$ cat config.mk
export PLATFORM = sky130hd
export DESIGN_NAME = flagged_section_payload_parser_core
export DESIGN_NICKNAME = d
export VERILOG_FILES = /design/src/rtl/core/fspp_pkg.sv /design/src/rtl/core/fspp_result_fifo.sv /design/src/rtl/core/flagged_section_payload_parser_core.sv
export SDC_FILE = /design/constraint.sdc
export NUM_CORES = 1
export LEC_CHECK = 0
export ABC_CLOCK_PERIOD_IN_PS = 7600
export BUFFER_PORTS_ARGS = -buffer_cell sky130_fd_sc_hd__buf_2
export CORE_ASPECT_RATIO = 0.5
export CORE_UTILIZATION = 40
export DETAILED_ROUTE_END_ITERATION = 16
export SLEW_MARGIN = 0
export SYNTH_ARGS = -nofsm -noshare
export SYNTH_HDL_FRONTEND = slang
export SYNTH_SLANG_ARGS = --single-unit
export TNS_END_PERCENT = 50
$ cat constraint.sdc
create_clock -name i_clk -period 7.6 [get_ports i_clk]
set_input_delay 1.9 -clock i_clk [delete_from_list [all_inputs] [get_ports i_clk]]
set_output_delay 1.9 -clock i_clk [all_outputs]
set_load 0.02 [all_outputs]
$ cat src/rtl/core/fspp_pkg.sv
// ----------------------------------------------------------------------------
// fspp_pkg: shared types, codes and tables of the flagged section parser
// Transaction structs, parse phase codes, section tables and helpers.
// ----------------------------------------------------------------------------
package fspp_pkg;

    localparam int MAX_EFFECTS_DEF = 32;
    localparam int MAX_STRING_DEF  = 31;

    typedef struct packed {
        logic [7:0]  data_byte;
        logic        first_byte;
        logic [15:0] payload_length;
    } t_in_item;

    typedef struct packed {
        logic [4:0]  field_code;
        logic [7:0]  element_index;
        logic [31:0] field_value;
        logic [1:0]  status;
        logic        end_of_payload;
    } t_out_item;

    // up to two results per accepted byte, field result in slot 0
    typedef struct packed {
        logic      push0;
        logic      push1;
        t_out_item item0;
        t_out_item item1;
    } t_push;

    // parse phases, equal to the field code being assembled
    localparam logic [4:0] PH_HEADER      = 5'd0;
    localparam logic [4:0] PH_EXHAUSTION  = 5'd3;
    localparam logic [4:0] PH_BOOTS       = 5'd8;
    localparam logic [4:0] PH_EFF_COUNT   = 5'd9;
    localparam logic [4:0] PH_EFF_ID      = 5'd10;
    localparam logic [4:0] PH_EFF_AMP     = 5'd11;
    localparam logic [4:0] PH_EFF_DUR     = 5'd12;
    localparam logic [4:0] PH_PING        = 5'd13;
    localparam logic [4:0] PH_FIRE        = 5'd16;
    localparam logic [4:0] PH_EXPERIENCE  = 5'd19;
    localparam logic [4:0] PH_STATE_FLAGS = 5'd20;
    localparam logic [4:0] PH_RAINING     = 5'd22;
    localparam logic [4:0] PH_GAMEMODE    = 5'd23;
    localparam logic [4:0] PH_BIOME_LEN   = 5'd24;
    localparam logic [4:0] PH_BIOME_CHR   = 5'd25;
    localparam logic [4:0] PH_DIM_LEN     = 5'd26;
    localparam logic [4:0] PH_DIM_CHR     = 5'd27;
    localparam logic [4:0] PH_DONE        = 5'd28;

    localparam logic [4:0] FC_STATUS = 5'd0;

    localparam logic [1:0] ST_OK        = 2'd0;
    localparam logic [1:0] ST_SHORT     = 2'd1;
    localparam logic [1:0] ST_BAD_MAGIC = 2'd2;
    localparam logic [1:0] ST_BAD_VER   = 2'd3;

    localparam logic REG_MAGIC   = 1'b0;
    localparam logic REG_VERSION = 1'b1;

    localparam int HEADER_LEN = 8;
    localparam int EFFECT_LEN = 5;

    // section search order: from this section on
    localparam logic [3:0] SEC_FOOD    = 4'd0;
    localparam logic [3:0] SEC_ARMOR   = 4'd1;
    localparam logic [3:0] SEC_EFFECTS = 4'd2;
    localparam logic [3:0] SEC_PING    = 4'd3;
    localparam logic [3:0] SEC_AIR     = 4'd4;
    localparam logic [3:0] SEC_XP      = 4'd5;
    localparam logic [3:0] SEC_STATE   = 4'd6;
    localparam logic [3:0] SEC_DAY     = 4'd7;
    localparam logic [3:0] SEC_BIOME   = 4'd8;
    localparam logic [3:0] SEC_DIM     = 4'd9;
    localparam logic [3:0] SEC_NONE    = 4'd10;

    localparam int NSECT = 10;
    localparam logic [7:0] SECT_MASK [NSECT] = '{
        8'h01, 8'h02, 8'h04, 8'h08, 8'h10, 8'h20, 8'h40, 8'h40, 8'h40, 8'h40};
    localparam logic [3:0] SECT_NEED [NSECT] = '{
        4'd9, 4'd5, 4'd1, 4'd4, 4'd6, 4'd8, 4'd1, 4'd4, 4'd1, 4'd1};
    localparam logic [4:0] SECT_FIRST [NSECT] = '{
        5'd1, 5'd4, 5'd9, 5'd13, 5'd14, 5'd17, 5'd20, 5'd21, 5'd24, 5'd26};

    function automatic logic [2:0] field_width(input logic [4:0] ph);
        logic [2:0] w;
        case (ph)
            5'd2, 5'd3, 5'd13, 5'd18:             w = 3'd4;
            5'd10, 5'd12, 5'd14, 5'd15, 5'd16,
            5'd17, 5'd19, 5'd21:                  w = 3'd2;
            default:                              w = 3'd1;
        endcase
        return w;
    endfunction

    // first flagged section from k on that fits at the offset
    function automatic logic [4:0] pick_section(input logic [3:0]  k,
                                                input logic [7:0]  flags,
                                                input logic [16:0] off,
                                                input logic [15:0] len);
        logic [4:0] ph;
        logic       found;
        ph    = PH_DONE;
        found = 1'b0;
        for (int i = 0; i < NSECT; i++) begin
            if (!found && 4'(i) >= k && (flags & SECT_MASK[i]) != 8'd0 &&
                off + 17'(SECT_NEED[i]) <= {1'b0, len}) begin
                ph    = SECT_FIRST[i];
                found = 1'b1;
            end
        end
        return ph;
    endfunction

endpackage

$ cat src/rtl/core/fspp_result_fifo.sv
// ----------------------------------------------------------------------------
// fspp_result_fifo: four-entry result queue
// Takes up to two results a cycle, hands out one result transaction a cycle while the consumer is ready.
// ----------------------------------------------------------------------------
module fspp_result_fifo (
    input  logic                i_clk,
    input  logic                i_rst_n,
    input  fspp_pkg::t_push     i_push,
    output logic                o_has_room,
    output logic                o_out_valid,
    input  logic                i_out_ready,
    output fspp_pkg::t_out_item o_out_item
);

    fspp_pkg::t_out_item r_mem [4];
    logic [1:0] r_wr;
    logic [1:0] r_rd;
    logic [2:0] r_count;
    logic [1:0] n_wr;
    logic [1:0] n_rd;
    logic [2:0] n_count;
    logic       pop;

    assign o_has_room  = r_count <= 3'd2;
    assign o_out_valid = r_count != 3'd0;
    assign o_out_item  = r_mem[r_rd];
    assign pop         = o_out_valid && i_out_ready;

    always_comb begin
        n_wr    = r_wr + {1'b0, i_push.push0} + {1'b0, i_push.push1};
        n_rd    = r_rd + {1'b0, pop};
        n_count = r_count + {2'b0, i_push.push0} + {2'b0, i_push.push1} - {2'b0, pop};
    end

    always_ff @(posedge i_clk) begin
        if (i_push.push0) begin
            r_mem[r_wr] <= i_push.item0;
        end
        if (i_push.push1) begin
            r_mem[r_wr + 2'd1] <= i_push.item1;
        end
    end

    always_ff @(posedge i_clk) begin
        if (!i_rst_n) begin
            r_wr    <= '0;
            r_rd    <= '0;
            r_count <= '0;
        end else begin
            r_wr    <= n_wr;
            r_rd    <= n_rd;
            r_count <= n_count;
        end
    end

endmodule

$ cat src/rtl/core/flagged_section_payload_parser_core.sv
// ----------------------------------------------------------------------------
// flagged_section_payload_parser_core: byte-serial flagged section parser
// Checks header magic and version, decodes flagged sections, emits tagged
// field results and one status result at the end of every non-empty payload.
// ----------------------------------------------------------------------------
// Throughput: one byte transaction per cycle while the result queue has room;
//   a byte that closes a field and the payload yields two results, drained one
//   per cycle while the consumer is ready from a four-entry result queue.
// Results: each result is registered in the queue before it is offered.
// Reset: synchronous, active low; clears parse state, queue and registers.
// ----------------------------------------------------------------------------
module flagged_section_payload_parser_core #(
    parameter int MAX_EFFECTS = fspp_pkg::MAX_EFFECTS_DEF,
    parameter int MAX_STRING  = fspp_pkg::MAX_STRING_DEF
) (
    input  logic                i_clk,
    input  logic                i_rst_n,
    input  logic                i_in_valid,
    output logic                o_in_ready,
    input  fspp_pkg::t_in_item  i_in_item,
    output logic                o_out_valid,
    input  logic                i_out_ready,
    output fspp_pkg::t_out_item o_out_item,
    input  logic                psel,
    input  logic                penable,
    input  logic                pwrite,
    input  logic [2:0]          paddr,
    input  logic [31:0]         pwdata,
    output logic [31:0]         prdata,
    output logic                pready
);

    // configuration registers
    logic [31:0] r_magic;
    logic [7:0]  r_version;

    // parse state
    logic [15:0] r_offset,    n_offset;
    logic [4:0]  r_phase,     n_phase;
    logic [7:0]  r_flags,     n_flags;
    logic [31:0] r_asm,       n_asm;
    logic [2:0]  r_cnt,       n_cnt;
    logic [7:0]  r_eff_left,  n_eff_left;
    logic [7:0]  r_eff_num,   n_eff_num;
    logic [4:0]  r_str_left,  n_str_left;
    logic [4:0]  r_str_pos,   n_str_pos;
    logic [1:0]  r_reject,    n_reject;

    fspp_pkg::t_push push;
    logic        has_room;
    logic        in_fire;

    assign pready     = 1'b1;
    assign o_in_ready = has_room;
    assign in_fire    = i_in_valid && o_in_ready;

    // register read-back
    always_comb begin
        case (paddr[2])
            fspp_pkg::REG_MAGIC:   prdata = r_magic;
            fspp_pkg::REG_VERSION: prdata = {24'd0, r_version};
            default:               prdata = '0;
        endcase
    end

    always_ff @(posedge i_clk) begin
        if (!i_rst_n) begin
            r_magic   <= '0;
            r_version <= '0;
        end else if (psel && penable && pwrite) begin
            case (paddr[2])
                fspp_pkg::REG_MAGIC:   r_magic   <= pwdata;
                fspp_pkg::REG_VERSION: r_version <= pwdata[7:0];
                default: ;
            endcase
        end
    end

    // one parse step per accepted byte
    always_comb begin
        logic [7:0]  b;
        logic [15:0] len;
        logic [15:0] pos;
        logic [16:0] nxt;
        logic [31:0] asm_v;
        logic [31:0] val;
        logic [31:0] cap;
        logic [2:0]  cnt_v;
        logic        emit;
        logic [4:0]  e_code;
        logic [7:0]  e_idx;
        logic [31:0] e_val;

        n_offset   = r_offset;
        n_phase    = r_phase;
        n_flags    = r_flags;
        n_asm      = r_asm;
        n_cnt      = r_cnt;
        n_eff_left = r_eff_left;
        n_eff_num  = r_eff_num;
        n_str_left = r_str_left;
        n_str_pos  = r_str_pos;
        n_reject   = r_reject;
        push       = '0;

        b      = i_in_item.data_byte;
        len    = i_in_item.payload_length;
        pos    = '0;
        nxt    = '0;
        asm_v  = '0;
        val    = '0;
        cap    = '0;
        cnt_v  = '0;
        emit   = 1'b0;
        e_code = '0;
        e_idx  = '0;
        e_val  = '0;

        if (in_fire) begin
            // restart mark: begin from a clean header state
            if (i_in_item.first_byte) begin
                n_offset   = '0;
                n_phase    = fspp_pkg::PH_HEADER;
                n_flags    = '0;
                n_asm      = '0;
                n_cnt      = '0;
                n_eff_left = '0;
                n_eff_num  = '0;
                n_str_left = '0;
                n_str_pos  = '0;
                n_reject   = '0;
            end

            // bytes past the end are dropped and do not advance the offset
            if (n_offset < len) begin
                pos      = n_offset;
                nxt      = {1'b0, pos} + 17'd1;
                n_offset = nxt[15:0];

                if (n_phase == fspp_pkg::PH_HEADER) begin
                    if (pos < 16'd4) begin
                        n_asm = n_asm | (32'(b) << {pos[1:0], 3'b000});
                    end
                    if (pos == 16'd3 && n_asm != r_magic) begin
                        n_reject = fspp_pkg::ST_BAD_MAGIC;
                        n_phase  = fspp_pkg::PH_DONE;
                    end else if (pos == 16'd4 && b != r_version) begin
                        n_reject = fspp_pkg::ST_BAD_VER;
                        n_phase  = fspp_pkg::PH_DONE;
                    end else if (pos == 16'd5) begin
                        n_flags = b;
                    end else if (pos == 16'(fspp_pkg::HEADER_LEN - 1)) begin
                        n_asm   = '0;
                        n_phase = fspp_pkg::pick_section(fspp_pkg::SEC_FOOD, n_flags, nxt, len);
                    end
                end else if (n_phase != fspp_pkg::PH_DONE) begin
                    // collect little-endian field bytes
                    asm_v = n_asm | (32'(b) << {n_cnt[1:0], 3'b000});
                    cnt_v = n_cnt + 3'd1;
                    if (cnt_v < fspp_pkg::field_width(n_phase)) begin
                        n_asm = asm_v;
                        n_cnt = cnt_v;
                    end else begin
                        n_asm  = '0;
                        n_cnt  = '0;
                        val    = asm_v;
                        emit   = 1'b1;
                        e_code = n_phase;
                        e_val  = val;
                        case (n_phase)
                            fspp_pkg::PH_EFF_COUNT: begin
                                cap        = (val < 32'(MAX_EFFECTS)) ? val : 32'(MAX_EFFECTS);
                                e_val      = cap;
                                n_eff_left = cap[7:0];
                                n_eff_num  = '0;
                                if (cap[7:0] != 8'd0 &&
                                    nxt + 17'(fspp_pkg::EFFECT_LEN) <= {1'b0, len}) begin
                                    n_phase = fspp_pkg::PH_EFF_ID;
                                end else begin
                                    n_phase = fspp_pkg::pick_section(fspp_pkg::SEC_PING,
                                                                     n_flags, nxt, len);
                                end
                            end
                            fspp_pkg::PH_EFF_ID, fspp_pkg::PH_EFF_AMP: begin
                                e_idx   = n_eff_num;
                                n_phase = n_phase + 5'd1;
                            end
                            fspp_pkg::PH_EFF_DUR: begin
                                e_idx     = n_eff_num;
                                n_eff_num = n_eff_num + 8'd1;
                                if (n_eff_left != 8'd0) begin
                                    n_eff_left = n_eff_left - 8'd1;
                                end
                                if (n_eff_left != 8'd0 &&
                                    nxt + 17'(fspp_pkg::EFFECT_LEN) <= {1'b0, len}) begin
                                    n_phase = fspp_pkg::PH_EFF_ID;
                                end else begin
                                    n_phase = fspp_pkg::pick_section(fspp_pkg::SEC_PING,
                                                                     n_flags, nxt, len);
                                end
                            end
                            fspp_pkg::PH_RAINING: begin
                                e_val   = {31'd0, val != 32'd0};
                                n_phase = fspp_pkg::PH_GAMEMODE;
                            end
                            fspp_pkg::PH_BIOME_LEN, fspp_pkg::PH_DIM_LEN: begin
                                cap = (val < 32'(MAX_STRING)) ? val : 32'(MAX_STRING);
                                // string that does not fit: consume the length byte only
                                if (nxt + 17'(cap[4:0]) <= {1'b0, len}) begin
                                    e_val      = cap;
                                    n_str_left = cap[4:0];
                                    n_str_pos  = '0;
                                end else begin
                                    emit = 1'b0;
                                end
                                if (emit && cap[4:0] != 5'd0) begin
                                    n_phase = n_phase + 5'd1;
                                end else begin
                                    n_phase = fspp_pkg::pick_section(
                                        (n_phase == fspp_pkg::PH_BIOME_LEN) ?
                                            fspp_pkg::SEC_DIM : fspp_pkg::SEC_NONE,
                                        n_flags, nxt, len);
                                end
                            end
                            fspp_pkg::PH_BIOME_CHR, fspp_pkg::PH_DIM_CHR: begin
                                e_idx     = {3'd0, n_str_pos};
                                n_str_pos = n_str_pos + 5'd1;
                                if (n_str_left != 5'd0) begin
                                    n_str_left = n_str_left - 5'd1;
                                end
                                if (n_str_left == 5'd0) begin
                                    n_phase = fspp_pkg::pick_section(
                                        (n_phase == fspp_pkg::PH_BIOME_CHR) ?
                                            fspp_pkg::SEC_DIM : fspp_pkg::SEC_NONE,
                                        n_flags, nxt, len);
                                end
                            end
                            fspp_pkg::PH_EXHAUSTION:
                                n_phase = fspp_pkg::pick_section(fspp_pkg::SEC_ARMOR,
                                                                 n_flags, nxt, len);
                            fspp_pkg::PH_BOOTS:
                                n_phase = fspp_pkg::pick_section(fspp_pkg::SEC_EFFECTS,
                                                                 n_flags, nxt, len);
                            fspp_pkg::PH_PING:
                                n_phase = fspp_pkg::pick_section(fspp_pkg::SEC_AIR,
                                                                 n_flags, nxt, len);
                            fspp_pkg::PH_FIRE:
                                n_phase = fspp_pkg::pick_section(fspp_pkg::SEC_XP,
                                                                 n_flags, nxt, len);
                            fspp_pkg::PH_EXPERIENCE:
                                n_phase = fspp_pkg::pick_section(fspp_pkg::SEC_STATE,
                                                                 n_flags, nxt, len);
                            fspp_pkg::PH_STATE_FLAGS:
                                n_phase = fspp_pkg::pick_section(fspp_pkg::SEC_DAY,
                                                                 n_flags, nxt, len);
                            fspp_pkg::PH_GAMEMODE:
                                n_phase = fspp_pkg::pick_section(fspp_pkg::SEC_BIOME,
                                                                 n_flags, nxt, len);
                            default:
                                n_phase = n_phase + 5'd1;
                        endcase
                    end
                end

                // field result first, status result behind it
                push.item0.field_code     = e_code;
                push.item0.element_index  = e_idx;
                push.item0.field_value    = e_val;
                push.item0.status         = fspp_pkg::ST_OK;
                push.item0.end_of_payload = 1'b0;
                push.push0                = emit;

                if (nxt == {1'b0, len}) begin
                    push.item1.field_code     = fspp_pkg::FC_STATUS;
                    push.item1.element_index  = '0;
                    push.item1.field_value    = '0;
                    push.item1.status         = (len < 16'(fspp_pkg::HEADER_LEN)) ?
                                                fspp_pkg::ST_SHORT : n_reject;
                    push.item1.end_of_payload = 1'b1;
                    if (emit) begin
                        push.push1 = 1'b1;
                    end else begin
                        push.push0 = 1'b1;
                        push.item0 = push.item1;
                    end
                end
            end
        end
    end

    always_ff @(posedge i_clk) begin
        if (!i_rst_n) begin
            r_offset   <= '0;
            r_phase    <= fspp_pkg::PH_HEADER;
            r_flags    <= '0;
            r_asm      <= '0;
            r_cnt      <= '0;
            r_eff_left <= '0;
            r_eff_num  <= '0;
            r_str_left <= '0;
            r_str_pos  <= '0;
            r_reject   <= '0;
        end else begin
            r_offset   <= n_offset;
            r_phase    <= n_phase;
            r_flags    <= n_flags;
            r_asm      <= n_asm;
            r_cnt      <= n_cnt;
            r_eff_left <= n_eff_left;
            r_eff_num  <= n_eff_num;
            r_str_left <= n_str_left;
            r_str_pos  <= n_str_pos;
            r_reject   <= n_reject;
        end
    end

    // result queue: hold finished results until the consumer takes them
    fspp_result_fifo u_result_fifo (
        .i_clk       (i_clk),
        .i_rst_n     (i_rst_n),
        .i_push      (push),
        .o_has_room  (has_room),
        .o_out_valid (o_out_valid),
        .i_out_ready (i_out_ready),
        .o_out_item  (o_out_item)
    );

endmodule
After elaboration in Yosys (flattened, before gate mapping)
Memories as Yosys holds them, arrays and structs flattened. A register that Yosys moved wholly into a read port is not among the register bits.
Cells that the tools add are included.
W data, S select, Z words.
- add/sub/neg operators: 21
- order comparisons: 34
- equality and inequality tests: 24
- shift-type cells: 2
- muxes and demuxes: 739
- bitwise operators: 3
- reductions and logical operators: 260
- operator list (cell ; number):
    $mux W32 ; 20
    $mux W5 ; 114
    $mux W1 ; 538
    $mux W98 ; 3
    $mux W8 ; 29
    $logic_and A1 B1 Y1 ; 177
    $le A17 B16 Y1 ; 7
    $pmux W32 S3 ; 1
    $logic_not A1 Y1 ; 69
    $or A32 B32 Y32 ; 2
    $pmux W32 S2 ; 1
    $shl A8 B5 Y32 ; 2
    $pmux W5 S12 ; 1
    $add A17 B3 Y17 const B ; 3
    $eq A16 B3 Y1 const B ; 3
    $mux W16 ; 3
    $mux W48 ; 1
    $pmux W8 S2 ; 3
    $eq A5 B5 Y1 const B ; 9
    $add A17 B4 Y17 const B ; 2
    $mux W3 ; 11
    $ge A3 B4 Y1 const A ; 8
    $lt A32 B5 Y1 const B ; 1
    $lt A32 B6 Y1 const B ; 1
    other kinds (39) ; 74
- register bits: 139
- memory bits (writable): 192
- ROM bits: 96
- input port bits: 67
- memories: 2
- memories (memory ; depth ; width ; read ports ; clocked after Yosys merged registers in ; wr ports ; RTL line ; source):
    u_result_fifo.r_mem ; 4 ; 48 ; 1 ; 1 ; 2 ; fspp_result_fifo.sv:15 ; fspp_pkg::t_out_item r_mem [4];
    (name not given) ; 32 ; 3 ; 1 ; 0 ; 0 ; fspp_pkg.sv:88 ; case (ph)

Depth between registers and ports, before layout
- depth after elaboration: 131
- gate-level depth with buffers: 33

Modules after synthesis
Synthesis repeated with hierarchy kept, for this count alone.
- cells, all modules: 2685
- area, all modules: 24990.2 um2
- by module, submodules not included (module ; instances ; cells an instance ; area each (um2) ; sequential area each (um2)):
    flagged_section_payload_parser_core ; 1 ; 2180 ; 15383.5 ; 2622.5
    fspp_result_fifo ; 1 ; 505 ; 9606.7 ; 5905.7

Least setup slack after synthesis
Ideal clock, no wire load.
- path type: input to register
- start: input i_in_item[16] in the netlist's numbering
- end: register u_result_fifo.r_count[2]
- setup time: 0.115 ns
- arrival: 8.098 ns
- required time: 7.485 ns
- path slack: -0.613 ns
- cell stages on the path: 33
- cell sequence: buf_4 > buf_6 > buf_4 > buf_2 > buf_2 > nand2b_1 > clkbuf_1 > inv_1 > ha_1 > buf_2 > nand3_1 > xor2_1 > nor2_1 > buf_1 > ha_1 > nor2b_1 > o21bai_1 > nor2_1 > xnor2_1 > ha_1 > nand4_1 > nor4_1 > mux2_2 > a41o_1 > o41ai_4 > o21ai_2 > a21oi_4 > ha_1 > inv_1 > fa_1 > fa_1 > xnor2_1 > and2_1
- word-level cells in the longest chain between the ends: 27
- RTL lines (what ; RTL line ; source):
    start, declared ; flagged_section_payload_parser_core.sv:20 ; input fspp_pkg::t_in_item i_in_item,
    $mux W3 ; flagged_section_payload_parser_core.sv:121 ; if (i_in_item.first_byte) begin
    $mux W3 ; flagged_section_payload_parser_core.sv:119 ; if (in_fire) begin
    $shl A8 B5 Y32 ; flagged_section_payload_parser_core.sv:158 ; asm_v = n_asm | (32'(b) << {n_cnt[1:0], 3'b000});
    $or A32 B32 Y32 ; flagged_section_payload_parser_core.sv:158 ;
    $lt A32 B5 Y1 ; flagged_section_payload_parser_core.sv:207 ; cap = (val < 32'(MAX_STRING)) ? val : 32'(MAX_STRING);
    $mux W32 ; flagged_section_payload_parser_core.sv:207 ;
    $add A17 B5 Y17 ; flagged_section_payload_parser_core.sv:209 ; if (nxt + 17'(cap[4:0]) <= {1'b0, len}) begin
    $le A17 B16 Y1 ; flagged_section_payload_parser_core.sv:209 ;
    [... 11 more ...] ; n/a ;
    $mux W1 ; flagged_section_payload_parser_core.sv:135 ; if (n_offset < len) begin
    $mux W1 ; flagged_section_payload_parser_core.sv:119 ;
    $mux W98 / $mux W1 (equally long branches) ; flagged_section_payload_parser_core.sv:273, flagged_section_payload_parser_core.sv:280 ;
    $mux W98 * ; flagged_section_payload_parser_core.sv:135 ;
    $mux W98 * ; flagged_section_payload_parser_core.sv:119 ;
    $add A3 B1 Y3 / $mux W98 (equally long branches) ; fspp_result_fifo.sv:32, flagged_section_payload_parser_core.sv:119 ;
    $add A3 B1 Y3 * ; fspp_result_fifo.sv:32 ; n_count = r_count + {2'b0, i_push.push0} + {2'b0, i_push.push1} - {2'b0, pop};
    $sub A3 B1 Y3 * ; fspp_result_fifo.sv:32 ;
    end signal, assigned ; fspp_result_fifo.sv:52 ; r_count <= n_count;
    end, declared ; fspp_result_fifo.sv:18 ; logic [2:0] r_count;
Mark *: on every way between the ends. The rest lies on a longest branch, timed or not. The select of a mux whose other input is x is not followed.
A chain may end at the register's enable or synchronous reset.

Final worst setup path
Ends and elaborated chain as after synthesis.

==> results.txt <==
CTS max path bufs = 3
WP buf/inv = 5
Final hold violations = 0
H-tree depth = 2
Placed cells = 3840
CP Launch Type = input pin
Post-synthesis register bit count = 330
DRC Markers = 0
Wire length per cell = 23.2 um
Via count = 23.7k
Die ar. = 59200 sq um
Antenna-violating nets left = 0
Ant diodes = 0
Pwr Density = 168 nW/um^2
Port Buffers = 146
Top sig layer = met5
Final setup vio count = 0
Die H = 173 um
Run status = finished, final reports clean
Core area = 57400 sq um
Iter 0 DRT Violations = 2759
Global router's overall resource usage = 29.5%
CTS root buf = clkbuf_16
Ports = 150
Dpl hpwl = 67200 um
Max_slew headroom = 20.4%
Fmax = 0.135 GHz
DRT Wirelength = 90500 um
Peak supply drop = 0.147 mV
Insertion delay to the later sink of the worst-skew pair = 540 ps
DR WL met3 = 8070 um
Async set-or-reset flop fraction in the synthesized netlist = 0%
Adder-cell area share of the yosys netlist = 8.62%
Die width = 343 um
XOR/XNOR Fraction of Synth Area = 5.50%
Fraction of the mapped netlist area in compound gates = 25.8%
Min Tclk post-route = 7400 ps
Post-synth cell types = 99
Final Core Density = 49.8%
LEAKAGE = 0.0114 uW
Initial antenna violation count = 1
Metal-1 WL = 41800 um
CTS tree = built
Register area share after synthesis = 28.9%
Initial Util = 40.5%
Synthesized cell area = 23300 sq um
Vias/cell = 6.08
CP Class = input pin to register
Data arrival time of the worst path = 7830 ps
Worst hold path class = register to register
Crit end category = register
Critical path peak fanout = 8
Number of global-route vias before repair = 22.4k
Area growth syn-to-layout = 22.9%
WP data required = 8030 ps
Clock net sink count = 330
Post-Syn Nets = 2974
Largest family of logic cells by synthesized area = compound AO/OA/AOI/OAI gates
Met2 WL = 38600 um
Ys flop type = dfxtp_1
Synth Area in Simple Gates = 20.9%
Avg Cell Area, Syn = 8.47 sq um
DP Worst Slack = -528 ps
Max stage delay on crit path = 520 ps
Final Max Slew Viols = 0
Post-CTS Hold Fix Bufs = 0
First-pass GRT wire length = 136000 um
Clock Pin Slew Worst Setup and Hold Paths = 60 ps
Setup ws final = 203 ps
Power, Total = 4790 uW
Kind of cell adding the most delay to the critical path = simple AND/OR/NAND/NOR gates
Post-Synthesis Cells = 2749
Leading cell type in the layout, fill and taps excluded = buf_4
Post-synthesis mux area share = 5.43%
Total grt overflow = 0
First-pass iteration count of the detailed router = 6
Most frequent cells in the layout = 342 x buf_4, 316 x dfxtp_1, 289 x nand2_1, 151 x ha_1, 144 x buf_2
Final Cycle Share = 97.3%
Crit-path slowest cell = or4_1
Fin cells = 3908
Final #Nets = 3342
GP Congestion = 1.01
CTS buffer count = 35
Largest net degree at the start of global routing = 82
Site Rows = 62
Layout cells sized above 1 = 22.2%
Yosys warning count = 0
Least-Margin Pin Slew = 1180 ps
Post-synth EDFFs = 12
Layout Skew = 12.9 ps
Maxcap violations = 0
[sequential cells by signal, summed over array words and instances (netlist names), 3 cells and up]
name,cells
u_result_fifo.r_mem,192
r_asm,32
r_magic,32
r_offset,16
r_eff_left,8
r_eff_num,8
r_version,8
r_flags,7
r_phase,5
r_str_left,5
r_str_pos,5
r_cnt,3
u_result_fifo.r_count,3
[cells in the mapped netlist, types with 46 or more instances]
master / number / area share, %
nand2b_1: 57 / 1.5
nand3_1: 74 / 1.6
clkbuf_1: 110 / 1.8
dfxtp_1: 318 / 27
nor2b_1: 123 / 3.3
a22oi_1: 46 / 1.5
a21boi_0: 67 / 2.2
ha_1: 154 / 8.3
o21ai_0: 140 / 3.0
o2bb2ai_1: 119 / 4.5
nor2_1: 138 / 2.2
a22o_1: 72 / 2.7
nor3_1: 56 / 1.2
xnor2_1: 88 / 3.3
a21oi_1: 132 / 2.8
mux4_2: 48 / 4.6
nand2_1: 292 / 4.7
inv_1: 93 / 1.5
[layout make-up]
cell class	count	area, sq um
tap	768	961
fill	5607	28800
sequential	330	6730
clock buffer	49	968
timing repair buffer	506	3690
clock inverter	11	158
inverter	96	360
multi-input combinational	2148	15700
[metrics by stage]
stage / hold WS [ps] / area, sq um / setup TNS [ps]
4_1_cts: 460 / 28300 / 0
5_1_grt: 470 / 28600 / -6.24
3_5_place_dp: 441 / 27200 / -84410
6_report: 456 / 28600 / 0
2_1_floorplan: 427 / 23400 / -58.0
3_3_place_gp: 439 / 27200 / -81980
[path summary, 6_finish.rpt]
kind,startpoint,to,cells after the start,slack [ps]
max,i_in_item[16],u_result_fifo.r_count[2]$_SDFF_PN0_,31,200
min reg2reg,u_result_fifo.r_mem[2][19]$_SDFFE_PP0P_,u_result_fifo.r_mem[2][19]$_SDFFE_PP0P_,1,460
max reg2reg,r_cnt[1]$_SDFFE_PN0P_,u_result_fifo.r_count[2]$_SDFF_PN0_,30,990
min,u_result_fifo.r_mem[2][19]$_SDFFE_PP0P_,u_result_fifo.r_mem[2][19]$_SDFFE_PP0P_,1,460
[power by group]
part | internal, uW | total [uW] | switching [uW]
Sequential | 1780 | 1900 | 119
Clock | 996 | 1720 | 728
Combinational | 462 | 1160 | 702
[worst reg2reg max path: cells and delay by family (launching register included)]
family | cells | cell delay, ps
buffers and inverters | 4 | 510
muxes | 1 | 180
xor gates and xnor gates | 2 | 290
adders and majority gates | 5 | 1470
and+or+nand+nor | 8 | 1680
DFF | 1 | 630
AOI/OAI and AO/OA | 10 | 1730
[cell families after synthesis]
family                     count (synthesis)
and+or+nand+nor                          946
muxes                                     65
DFF                                      330
buffers and inverters                    271
AOI/OAI and AO/OA                        843
xor gates and xnor gates                 135
other                                      1
adders and majority gates                158
[metal layers]
| layer | vias to the layer above | track usage [%] |
|---|---|---|
| met1 | 11600 | 44.0 |
| li1 | 11000 | - |
| met2 | 1063 | 44.1 |
| met3 | 147 | 5.22 |
| met5 | - | 0 |
| met4 | 2 | 6.54 |
[repair_timing]
item | CTS | global route
setup buffers | 0 | 5
setup endpoints to repair | 0 | 214
gates resized for setup | 0 | 31
No activity file was read; power rests on OpenSTA's default activity.
